===== config.mk =====
export PLATFORM = sky130hd
export DESIGN_NAME = server_selection_balancer
export DESIGN_NICKNAME = d
export VERILOG_FILES = /design/src/rtl/ssb_pkg.sv /design/src/rtl/ssb_ram.sv /design/src/rtl/ssb_divider.sv /design/src/rtl/ssb_engine.sv /design/src/rtl/server_selection_balancer.sv
export SDC_FILE = /design/constraint.sdc
export NUM_CORES = 1
export LEC_CHECK = 0
export BUFFER_PORTS_ARGS = -buffer_cell sky130_fd_sc_hd__buf_4
export CAP_MARGIN = 20
export CORE_MARGIN = 5
export CORE_UTILIZATION = 50
export CTS_CLUSTER_DIAMETER = 50
export DETAILED_ROUTE_END_ITERATION = 8
export PLACE_DENSITY_LB_ADDON = 0.15
export SETUP_SLACK_MARGIN = 0.15
export SLEW_MARGIN = 20
export SYNTH_ARGS = -nofsm -noshare
export SYNTH_HDL_FRONTEND = slang
export SYNTH_SLANG_ARGS = --single-unit

===== constraint.sdc =====
create_clock -name clock -period 5.1 [get_ports clock]
set_input_delay 1.02 -clock clock [delete_from_list [all_inputs] [get_ports clock]]
set_output_delay 1.02 -clock clock [all_outputs]
set_load 0.02 [all_outputs]

===== src/rtl/ssb_pkg.sv =====
package ssb_pkg;

   // Pool and counter sizing
   localparam int MAX_SERVERS = 16;
   localparam int COUNT_WIDTH = 16;
   localparam int IDX_W       = $clog2(MAX_SERVERS);
   localparam int POOL_W      = $clog2(MAX_SERVERS + 1);
   localparam int SCOUNT_W    = 5;
   localparam int HASH_W      = 32;
   localparam int HSTEP_W     = $clog2(HASH_W);
   localparam int CSR_AW      = 3;
   localparam int CSR_DW      = 32;

   // Item kinds
   localparam logic [1:0] KIND_REQUEST = 2'd0;
   localparam logic [1:0] KIND_RELEASE = 2'd1;
   localparam logic [1:0] KIND_HEALTH  = 2'd2;

   // Selection policies
   localparam logic [1:0] MODE_RR   = 2'd0;
   localparam logic [1:0] MODE_LC   = 2'd1;
   localparam logic [1:0] MODE_HASH = 2'd2;

   // Result status codes
   localparam logic [1:0] STATUS_FORWARDED  = 2'd0;
   localparam logic [1:0] STATUS_NO_SERVERS = 2'd1;
   localparam logic [1:0] STATUS_DEAD       = 2'd2;
   localparam logic [1:0] STATUS_ACK        = 2'd3;

   typedef struct packed {
      logic [1:0]        kind;
      logic [3:0]        server_index;
      logic              alive_flag;
      logic [HASH_W-1:0] client_hash;
   } req_type;

   typedef struct packed {
      logic [3:0] chosen_server;
      logic [1:0] status;
   } rsp_type;

   typedef struct packed {
      logic [1:0]        mode;
      logic [POOL_W-1:0] count;
   } cfg_type;

   typedef struct packed {
      logic              start;
      logic [HASH_W-1:0] dividend;
      logic [POOL_W-1:0] divisor;
   } div_req_type;

   typedef struct packed {
      logic             done;
      logic [IDX_W-1:0] remainder;
   } div_rsp_type;

endpackage


===== src/rtl/ssb_ram.sv =====
module ssb_ram #(
   parameter int WIDTH = 16,
   parameter int DEPTH = 16
) (
   input  logic                     clock,
   input  logic                     wr_en,
   input  logic [$clog2(DEPTH)-1:0] wr_addr,
   input  logic [WIDTH-1:0]         wr_data,
   input  logic                     rd_en,
   input  logic [$clog2(DEPTH)-1:0] rd_addr,
   output logic [WIDTH-1:0]         rd_data
);

   logic [WIDTH-1:0] mem_ff [DEPTH];
   logic [WIDTH-1:0] rd_data_ff;

   always_ff @(posedge clock) begin
      if (wr_en) begin
         mem_ff[wr_addr] <= wr_data;
      end
      if (rd_en) begin
         rd_data_ff <= mem_ff[rd_addr];
      end
   end

   assign rd_data = rd_data_ff;

endmodule


===== src/rtl/ssb_divider.sv =====
module ssb_divider (
   input  logic                 clock,
   input  logic                 reset,
   input  ssb_pkg::div_req_type div_req,
   output ssb_pkg::div_rsp_type div_rsp
);
   import ssb_pkg::*;

   localparam int TRIAL_W = IDX_W + 1;

   logic               busy_ff, busy_in;
   logic               done_ff, done_in;
   logic [HSTEP_W-1:0] step_ff, step_in;
   logic [HASH_W-1:0]  shift_ff, shift_in;
   logic [IDX_W-1:0]   rem_ff, rem_in;
   logic [TRIAL_W-1:0] div_ff, div_in;
   logic [TRIAL_W-1:0] trial;
   logic [TRIAL_W-1:0] diff;

   // One quotient bit per cycle, MSB first; only the remainder is kept
   always_comb begin
      trial    = {rem_ff, shift_ff[HASH_W-1]};
      diff     = trial - div_ff;
      busy_in  = busy_ff;
      done_in  = 1'b0;
      step_in  = step_ff;
      shift_in = shift_ff;
      rem_in   = rem_ff;
      div_in   = div_ff;
      if (div_req.start) begin
         busy_in  = 1'b1;
         step_in  = '0;
         shift_in = div_req.dividend;
         rem_in   = '0;
         div_in   = TRIAL_W'(div_req.divisor);
      end else if (busy_ff) begin
         shift_in = {shift_ff[HASH_W-2:0], 1'b0};
         rem_in   = (trial >= div_ff) ? diff[IDX_W-1:0] : trial[IDX_W-1:0];
         step_in  = step_ff + 1'b1;
         if (step_ff == HSTEP_W'(HASH_W - 1)) begin
            busy_in = 1'b0;
            done_in = 1'b1;
         end
      end
   end

   always_ff @(posedge clock) begin
      if (reset) begin
         busy_ff <= 1'b0;
         done_ff <= 1'b0;
      end else begin
         busy_ff <= busy_in;
         done_ff <= done_in;
      end
      step_ff  <= step_in;
      shift_ff <= shift_in;
      rem_ff   <= rem_in;
      div_ff   <= div_in;
   end

   assign div_rsp.done      = done_ff;
   assign div_rsp.remainder = rem_ff;

endmodule


===== src/rtl/ssb_engine.sv =====
module ssb_engine (
   input  logic             clock,
   input  logic             reset,
   input  ssb_pkg::cfg_type cfg,
   input  logic             req_valid,
   input  ssb_pkg::req_type req_data,
   output logic             idle,
   output logic             res_valid,
   output ssb_pkg::rsp_type res_data,
   input  logic             res_ready
);
   import ssb_pkg::*;

   typedef enum logic [2:0] {
      ST_IDLE,
      ST_SCAN,
      ST_HASH,
      ST_READ,
      ST_UPDATE,
      ST_DONE
   } state_type;

   state_type              state_ff, state_in;
   req_type                item_ff, item_in;
   rsp_type                res_ff, res_in;
   logic [IDX_W-1:0]       pick_ff, pick_in;
   logic [IDX_W-1:0]       rr_ff, rr_in;
   logic [MAX_SERVERS-1:0] alive_ff, alive_in;
   logic [MAX_SERVERS-1:0] cnt_vld_ff, cnt_vld_in;
   logic [POOL_W-1:0]      issue_ff, issue_in;
   logic                   cmp_vld_ff, cmp_vld_in;
   logic [IDX_W-1:0]       cmp_idx_ff, cmp_idx_in;
   logic [COUNT_WIDTH-1:0] min_val_ff, min_val_in;
   logic [IDX_W-1:0]       min_idx_ff, min_idx_in;

   logic                   ram_wr_en;
   logic [IDX_W-1:0]       ram_wr_addr;
   logic [COUNT_WIDTH-1:0] ram_wr_data;
   logic                   ram_rd_en;
   logic [IDX_W-1:0]       ram_rd_addr;
   logic [COUNT_WIDTH-1:0] ram_rd_data;

   div_req_type            div_req;
   div_rsp_type            div_rsp;

   logic [IDX_W-1:0]       look_idx;
   logic [COUNT_WIDTH-1:0] cur_val;
   logic [IDX_W-1:0]       rr_pick;
   logic [POOL_W-1:0]      rr_next;

   ssb_ram #(
      .WIDTH (COUNT_WIDTH),
      .DEPTH (MAX_SERVERS)
   ) u_count_ram (
      .clock   (clock),
      .wr_en   (ram_wr_en),
      .wr_addr (ram_wr_addr),
      .wr_data (ram_wr_data),
      .rd_en   (ram_rd_en),
      .rd_addr (ram_rd_addr),
      .rd_data (ram_rd_data)
   );

   ssb_divider u_divider (
      .clock   (clock),
      .reset   (reset),
      .div_req (div_req),
      .div_rsp (div_rsp)
   );

   // A counter never written since reset reads as zero
   assign look_idx = (state_ff == ST_SCAN) ? cmp_idx_ff : pick_ff;
   assign cur_val  = cnt_vld_ff[look_idx] ? ram_rd_data : '0;

   // Round robin pick with stale pointer folded to zero
   assign rr_pick = (POOL_W'(rr_ff) < cfg.count) ? rr_ff : '0;
   assign rr_next = POOL_W'(rr_pick) + 1'b1;

   always_comb begin
      state_in    = state_ff;
      item_in     = item_ff;
      res_in      = res_ff;
      pick_in     = pick_ff;
      rr_in       = rr_ff;
      alive_in    = alive_ff;
      cnt_vld_in  = cnt_vld_ff;
      issue_in    = issue_ff;
      cmp_vld_in  = cmp_vld_ff;
      cmp_idx_in  = cmp_idx_ff;
      min_val_in  = min_val_ff;
      min_idx_in  = min_idx_ff;
      ram_wr_en   = 1'b0;
      ram_wr_addr = pick_ff;
      ram_wr_data = cur_val;
      ram_rd_en   = 1'b0;
      ram_rd_addr = pick_ff;
      div_req.start    = 1'b0;
      div_req.dividend = req_data.client_hash;
      div_req.divisor  = cfg.count;

      case (state_ff)
         ST_IDLE: begin
            if (req_valid) begin
               item_in = req_data;
               case (req_data.kind)
                  KIND_REQUEST: begin
                     if (cfg.count == '0) begin
                        res_in   = '{chosen_server: '0, status: STATUS_NO_SERVERS};
                        state_in = ST_DONE;
                     end else begin
                        case (cfg.mode)
                           MODE_RR: begin
                              pick_in  = rr_pick;
                              rr_in    = (rr_next == cfg.count) ? '0 : rr_next[IDX_W-1:0];
                              state_in = ST_READ;
                           end
                           MODE_LC: begin
                              issue_in   = '0;
                              cmp_vld_in = 1'b0;
                              state_in   = ST_SCAN;
                           end
                           MODE_HASH: begin
                              div_req.start = 1'b1;
                              state_in      = ST_HASH;
                           end
                           default: begin
                              res_in   = '{chosen_server: '0, status: STATUS_NO_SERVERS};
                              state_in = ST_DONE;
                           end
                        endcase
                     end
                  end
                  KIND_RELEASE, KIND_HEALTH: begin
                     if (POOL_W'(req_data.server_index) >= cfg.count) begin
                        res_in   = '{chosen_server: req_data.server_index,
                                     status: STATUS_NO_SERVERS};
                        state_in = ST_DONE;
                     end else if (req_data.kind == KIND_RELEASE) begin
                        pick_in  = req_data.server_index;
                        state_in = ST_READ;
                     end else begin
                        alive_in[req_data.server_index] = req_data.alive_flag;
                        res_in   = '{chosen_server: req_data.server_index,
                                     status: STATUS_ACK};
                        state_in = ST_DONE;
                     end
                  end
                  default: begin
                     res_in   = '{chosen_server: req_data.server_index, status: STATUS_ACK};
                     state_in = ST_DONE;
                  end
               endcase
            end
         end

         ST_SCAN: begin
            // issue one read per cycle, compare the data in the cycle after
            if (issue_ff < cfg.count) begin
               ram_rd_en   = 1'b1;
               ram_rd_addr = issue_ff[IDX_W-1:0];
               issue_in    = issue_ff + 1'b1;
               cmp_vld_in  = 1'b1;
               cmp_idx_in  = issue_ff[IDX_W-1:0];
            end else begin
               cmp_vld_in = 1'b0;
            end
            if (cmp_vld_ff) begin
               if (cmp_idx_ff == '0 || cur_val < min_val_ff) begin
                  min_val_in = cur_val;
                  min_idx_in = cmp_idx_ff;
               end
            end else if (issue_ff == cfg.count) begin
               pick_in  = min_idx_ff;
               state_in = ST_READ;
            end
         end

         ST_HASH: begin
            if (div_rsp.done) begin
               pick_in  = div_rsp.remainder;
               state_in = ST_READ;
            end
         end

         ST_READ: begin
            ram_rd_en = 1'b1;
            state_in  = ST_UPDATE;
         end

         ST_UPDATE: begin
            if (item_ff.kind == KIND_REQUEST) begin
               if (!alive_ff[pick_ff]) begin
                  res_in = '{chosen_server: pick_ff, status: STATUS_DEAD};
               end else begin
                  ram_wr_en   = 1'b1;
                  ram_wr_data = (cur_val == '1) ? cur_val : cur_val + 1'b1;
                  cnt_vld_in[pick_ff] = 1'b1;
                  res_in = '{chosen_server: pick_ff, status: STATUS_FORWARDED};
               end
            end else begin
               ram_wr_en   = 1'b1;
               ram_wr_data = (cur_val == '0) ? cur_val : cur_val - 1'b1;
               cnt_vld_in[pick_ff] = 1'b1;
               res_in = '{chosen_server: pick_ff, status: STATUS_ACK};
            end
            state_in = ST_DONE;
         end

         ST_DONE: begin
            if (res_ready) begin
               state_in = ST_IDLE;
            end
         end

         default: begin
            state_in = ST_IDLE;
         end
      endcase
   end

   always_ff @(posedge clock) begin
      if (reset) begin
         state_ff   <= ST_IDLE;
         rr_ff      <= '0;
         alive_ff   <= '1;
         cnt_vld_ff <= '0;
         cmp_vld_ff <= 1'b0;
      end else begin
         state_ff   <= state_in;
         rr_ff      <= rr_in;
         alive_ff   <= alive_in;
         cnt_vld_ff <= cnt_vld_in;
         cmp_vld_ff <= cmp_vld_in;
      end
      item_ff    <= item_in;
      res_ff     <= res_in;
      pick_ff    <= pick_in;
      issue_ff   <= issue_in;
      cmp_idx_ff <= cmp_idx_in;
      min_val_ff <= min_val_in;
      min_idx_ff <= min_idx_in;
   end

   assign idle      = (state_ff == ST_IDLE);
   assign res_valid = (state_ff == ST_DONE);
   assign res_data  = res_ff;

endmodule


===== src/rtl/server_selection_balancer.sv =====
// Server selection balancer: takes one beat per item (request, release or
// health report) and returns exactly one result beat per item. Requests pick a
// server by round robin, least open connections (first minimum, liveness
// ignored) or client hash modulo the pool size; a live pick has its open count
// raised, saturating. Releases lower a count, floored at zero; health reports
// set a server's alive bit. The open counts live in a one-port-read, one-port-
// write RAM with registered read; alive bits, the round robin pointer and the
// per-entry written bits are flops, so no clearing pass follows reset. One item
// is in flight at a time. Least connections reads one counter per cycle through
// the RAM port; hash mode produces one remainder bit per cycle over the 32-bit
// hash. The result register frees the engine, so a new item is taken as soon
// as the previous result is loaded, even if it is stalled.
module server_selection_balancer (
   input  logic                         clock,
   input  logic                         reset,

   input  logic                         req_valid,
   output logic                         req_stall,
   input  ssb_pkg::req_type             req_data,

   output logic                         rsp_valid,
   input  logic                         rsp_stall,
   output ssb_pkg::rsp_type             rsp_data,

   input  logic                         csr_psel,
   input  logic                         csr_penable,
   input  logic                         csr_pwrite,
   input  logic [ssb_pkg::CSR_AW-1:0]   csr_paddr,
   input  logic [ssb_pkg::CSR_DW-1:0]   csr_pwdata,
   output logic [ssb_pkg::CSR_DW-1:0]   csr_prdata,
   output logic                         csr_pready
);
   import ssb_pkg::*;

   // Register select bit of the byte address (registers sit 4 bytes apart)
   localparam logic REG_MODE  = 1'b0;
   localparam logic REG_COUNT = 1'b1;

   logic [1:0]          mode_ff, mode_in;
   logic [SCOUNT_W-1:0] count_ff, count_in;
   logic                csr_wr;
   cfg_type             cfg;

   logic                rsp_valid_ff, rsp_valid_in;
   rsp_type             rsp_data_ff, rsp_data_in;

   logic                eng_idle;
   logic                eng_res_valid;
   rsp_type             eng_res_data;
   logic                eng_res_ready;

   // Configuration writes complete in the access phase
   assign csr_pready = 1'b1;
   assign csr_wr     = csr_psel & csr_penable & csr_pwrite & csr_pready;

   always_comb begin
      mode_in  = mode_ff;
      count_in = count_ff;
      if (csr_wr) begin
         case (csr_paddr[2])
            REG_MODE:  mode_in  = csr_pwdata[1:0];
            REG_COUNT: count_in = csr_pwdata[SCOUNT_W-1:0];
            default:   mode_in  = mode_ff;
         endcase
      end
   end

   always_comb begin
      case (csr_paddr[2])
         REG_MODE:  csr_prdata = CSR_DW'(mode_ff);
         REG_COUNT: csr_prdata = CSR_DW'(count_ff);
         default:   csr_prdata = '0;
      endcase
   end

   // Saturate the pool size to the number of counters
   assign cfg.mode  = mode_ff;
   assign cfg.count = (count_ff > SCOUNT_W'(MAX_SERVERS)) ? POOL_W'(MAX_SERVERS)
                                                          : POOL_W'(count_ff);

   ssb_engine u_engine (
      .clock     (clock),
      .reset     (reset),
      .cfg       (cfg),
      .req_valid (req_valid),
      .req_data  (req_data),
      .idle      (eng_idle),
      .res_valid (eng_res_valid),
      .res_data  (eng_res_data),
      .res_ready (eng_res_ready)
   );

   // Hold new items while the engine works on one
   assign req_stall = ~eng_idle;

   // Result register: load when empty or draining this cycle
   assign eng_res_ready = ~rsp_valid_ff | ~rsp_stall;

   always_comb begin
      rsp_valid_in = rsp_valid_ff;
      rsp_data_in  = rsp_data_ff;
      if (rsp_valid_ff && !rsp_stall) begin
         rsp_valid_in = 1'b0;
      end
      if (eng_res_valid && eng_res_ready) begin
         rsp_valid_in = 1'b1;
         rsp_data_in  = eng_res_data;
      end
   end

   always_ff @(posedge clock) begin
      if (reset) begin
         mode_ff      <= '0;
         count_ff     <= '0;
         rsp_valid_ff <= 1'b0;
      end else begin
         mode_ff      <= mode_in;
         count_ff     <= count_in;
         rsp_valid_ff <= rsp_valid_in;
      end
      rsp_data_ff <= rsp_data_in;
   end

   assign rsp_valid = rsp_valid_ff;
   assign rsp_data  = rsp_data_ff;

   // An accepted beat leaves the engine busy in the cycle after acceptance
   a_accept_busy : assert property (@(posedge clock) disable iff (reset)
      (req_valid && !req_stall) |=> req_stall)
      else $error("engine idle right after accepting a beat");

   // A fresh result beat only comes from an item that was in progress
   a_result_source : assert property (@(posedge clock) disable iff (reset)
      $rose(rsp_valid) |-> $past(req_stall))
      else $error("result beat without an item in progress");

endmodule

==> impl_metrics.toml <==
[run_status]
outcome = "finished clean"

[timing]
post-route-period-util_pct = 90.4
final-setup-viol-count = 0
skew_ps = 24.3
hold_violations = 0
tightest_slew_ps = 1030
slew_viol_final = 0
timing.setup.tns_ps = 0
post-route-min-period_ps = 4610
whs_ps = 437
max_freq_mhz = 217
maxSlewHeadroom_pct = 30.0
rsz0062_at_grt = "false"

[route]
dr.pass1.iters = 5
post_drt_via_cell_ratio = 5.69
wl_um = 43800
ant_nets = 0
drc = 0
vias = 11735
drtIter0Drc = 989
wire_per_inst_um = 21.2

[layout]
antenna_cells = 0
multi_input_area_mm2 = 0.00682
fillerInstances = 2982
syn2layout_area_growth_pct = 15.3
seq_area_mm2 = 0.0119
layout.nets = 1638
drive_above_1_share_pct = 20.6

[worst_setup_path]
crit_arrival_ps = 4920
startpoint_type = "register"
r2r-start = "u_engine.state_ff[1]"
worstPathMaxFanout = 16
path_class = "register to register"
crit_path_end_kind = "register"
critPathLaunch = "u_engine.state_ff[1]"
required_ps = 5410

[global_route]
grt_pass1_wl_um = 67200
grt_pass1_vias = 11596
track_usage_pct = 20.9
grt_max_degree = 65
grt-ovfl-total = 0
antenna_found_initial = 0

[yosys]
synth_warnings = 0
syn_area_mm2 = 0.0191
yosys-top-cells-area = "edfxtp_1 56%, mux4_2 7.8%, dfxtp_1 6.2%, nand2_1 3.7%, mux2i_1 3.3%"
avgSynthCellArea_um2 = 13.5
synth.distinct_cells = 78
postSynth.asyncResetShare_pct = 0
synth_ff_type = "edfxtp_1"
synthCells = 1419
synth_top_area_cell = "edfxtp_1"
synth-seq-cells = 415
yosysTopAreaCellShare_pct = 55.9
synth_edf_count = 356
ys_seq_area_share_pct = 62.1

[clock_network]
ctsHoldBuffers = 0
insertion_delay_ps = 580
cts-root-buf = "clkbuf_16"
clkTransAtPathRegs_ps = 60
cts_buffers = 46
cts_sinks = 415
cts_tree = "yes"
cts.path.max_buffers = 3
h-tree-depth = 2

[floorplanning]
die_y_um = 206
dieArea_mm2 = 0.0422
core-area_mm2 = 0.0377
die_w_um = 206
ios = 122
start_util_pct = 50.7
rows = 71

[placed_design]
dpl.hpwl_um = 27600
io_buffers = 64
globalplace.congestion = 0.936

[power]
sequentialPowerShare_pct = 45.2
irDropWorstVdd_v = 0.000336
p_leak_uw = 0.00800
swShare_pct = 26.6
clkPwrFrac_pct = 37.3
switchingPower_uw = 2400
power.density_mw_per_mm2 = 410
p_comb_share_pct = 17.5
p_int_uw = 6630

[min_path]
hold_path.class = "register to register"
hold_path.startpoint = "u_engine.res_data[4]"

[job]
drv_cap = 0
==> layout by cell type, fill, tap and decap left out, types with 8 or more instances in the layout <==
master,n
inv_1,46
conb_1,28
a211oi_2,9
dfxtp_1,59
nand2_1,186
mux2i_1,60
and3_1,20
clkinv_1,10
nor4_1,11
nor2b_1,10
a31oi_1,19
nor2_1,93
ha_1,43
a211oi_1,15
a21o_1,11
buf_4,113
nor3_1,27
and2_1,25
o21ai_0,32
nand3_1,18
nand4_1,8
a21oi_1,31
mux4_2,66
edfxtp_1,356
nor2_2,8
clkbuf_16,47
nand2b_1,33
==> per-layer routing <==
layer | up-vias | part of all wire [%] | track usage [%]
met5 | - | 0 | 0
met3 | 95 | 5.6 | 3.10
met2 | 379 | 47 | 34.1
li1 | 5449 | - | -
met4 | 0 | 3.1 | 6.63
met1 | 5812 | 44 | 29.1
==> per-stage QoR <==
step           utilization, %  std cells  total power (uW)  cell area, um^2  worst slack (ps)
4_1_cts                  58.2       2060              9090            21900               158
6_report                 58.5       2061              9030            22000               489
3_5_place_dp             54.1       1975              5700            20400              92.5
5_1_grt                  58.5       2061              9410            22000               157
2_1_floorplan               -       1445              5190            19200               174
3_3_place_gp             54.1       1975              5670            20400               261
==> sequential cells by signal (all words and copies together), names as in the netlist, 2 cells and up <==
name and count:
count_ff 5, mode_ff 2, rsp_data 6, u_engine.alive_ff 16, u_engine.cmp_idx_ff 4, u_engine.cnt_vld_ff 16, u_engine.issue_ff 5, u_engine.item_ff 2
u_engine.min_idx_ff 4, u_engine.min_val_ff 16, u_engine.pick_ff 4, u_engine.res_data 6, u_engine.rr_ff 4, u_engine.state_ff 3, u_engine.u_count_ram.mem_ff 256, u_engine.u_count_ram.rd_data 16
u_engine.u_divider.div_ff 5, u_engine.u_divider.rem_ff 4, u_engine.u_divider.shift_ff 32, u_engine.u_divider.step_ff 5
==> path summary, 6_finish.rpt <==
| check | endpoint | slack (ps) | cells past startpoint |
|---|---|---|---|
| worst max-delay path | u_engine.u_count_ram.mem_ff[7][12] | 490 | 16 |
| worst min-delay path | rsp_data[4] | 440 | 0 |
| worst min register to register | rsp_data[4] | 440 | 0 |
| worst max register to register | u_engine.u_count_ram.mem_ff[7][12] | 490 | 16 |
==> power groups by stage <==
stage | clock network, uW | logic, uW | registers [uW]
final | 3370 | 1580 | 4080
after global routing | 3610 | 1720 | 4090
after CTS | 3450 | 1560 | 4080
after detailed placement | 0 | 1550 | 4150
after global placement | 0 | 1520 | 4150
after floorplan | 0 | 1070 | 4120
==> final cells by class <==
type / instances / area share, %
Clock inverter: 31 / 1.57
Sequential cell: 415 / 53.9
Timing Repair Buffer: 119 / 4.40
Multi-Input combinational cell: 884 / 30.9
Tap cell: 511 / 2.90
Inverter: 47 / 0.801
Clock buffer: 54 / 5.50
==> cells in the mapped netlist, types with 9 or more instances <==
library cell and number:
edfxtp_1 356, nand2_1 186, nor2_1 105, mux4_2 66, mux2i_1 63, dfxtp_1 59, clkbuf_1 49, inv_1 46
ha_1 43, buf_4 34, nand2b_1 33, o21ai_0 33, a21oi_1 31, nor3_1 31, and2_1 25, and3_1 20
a31oi_1 19, nand3_1 18, a211oi_1 15, nor4_1 12, xor2_1 12, a21o_1 11, nor2b_1 10, a211oi_2 9
buf_2 9, xnor2_1 9
==> repair_timing <==
action	4_1_cts	5_1_grt
resized for setup	2	5
endpoints found under the setup margin	32	80
buffers inserted	0	1
pin swaps	0	1
==> worst max-delay path, cell delays in order (launching register included) <==
cell	delay, ps
dfxtp_1	330
nor3b_4	280
buf_4	280
mux2i_1	240
mux2i_1	200
o221ai_1	170
and2_1	200
nand2_1	170
ha_1	230
or4b_2	630
nor4_2	210
nor2_1	150
and3_1	250
o21a_1	180
a21o_1	180
a21oi_1	140
o22a_1	480
==> cell families (layout without fill, tap and decap cells) <==
| logic type | count (synthesis) | in the layout | synth area share (%) |
|---|---|---|---|
| other | 2 | 28 | 0.0393 |
| buffers and inverters | 146 | 251 | 3.84 |
| adder cells (fa/ha/maj) | 44 | 44 | 2.92 |
| AND/OR/NAND/NOR | 484 | 484 | 12.1 |
| multiplexers | 136 | 136 | 11.6 |
| AO/OA/AOI/OAI | 171 | 171 | 6.35 |
| flip-flops | 415 | 415 | 62.1 |
| XOR/XNOR | 21 | 21 | 0.962 |
Note: power is estimated with default switching activity, not from simulation.
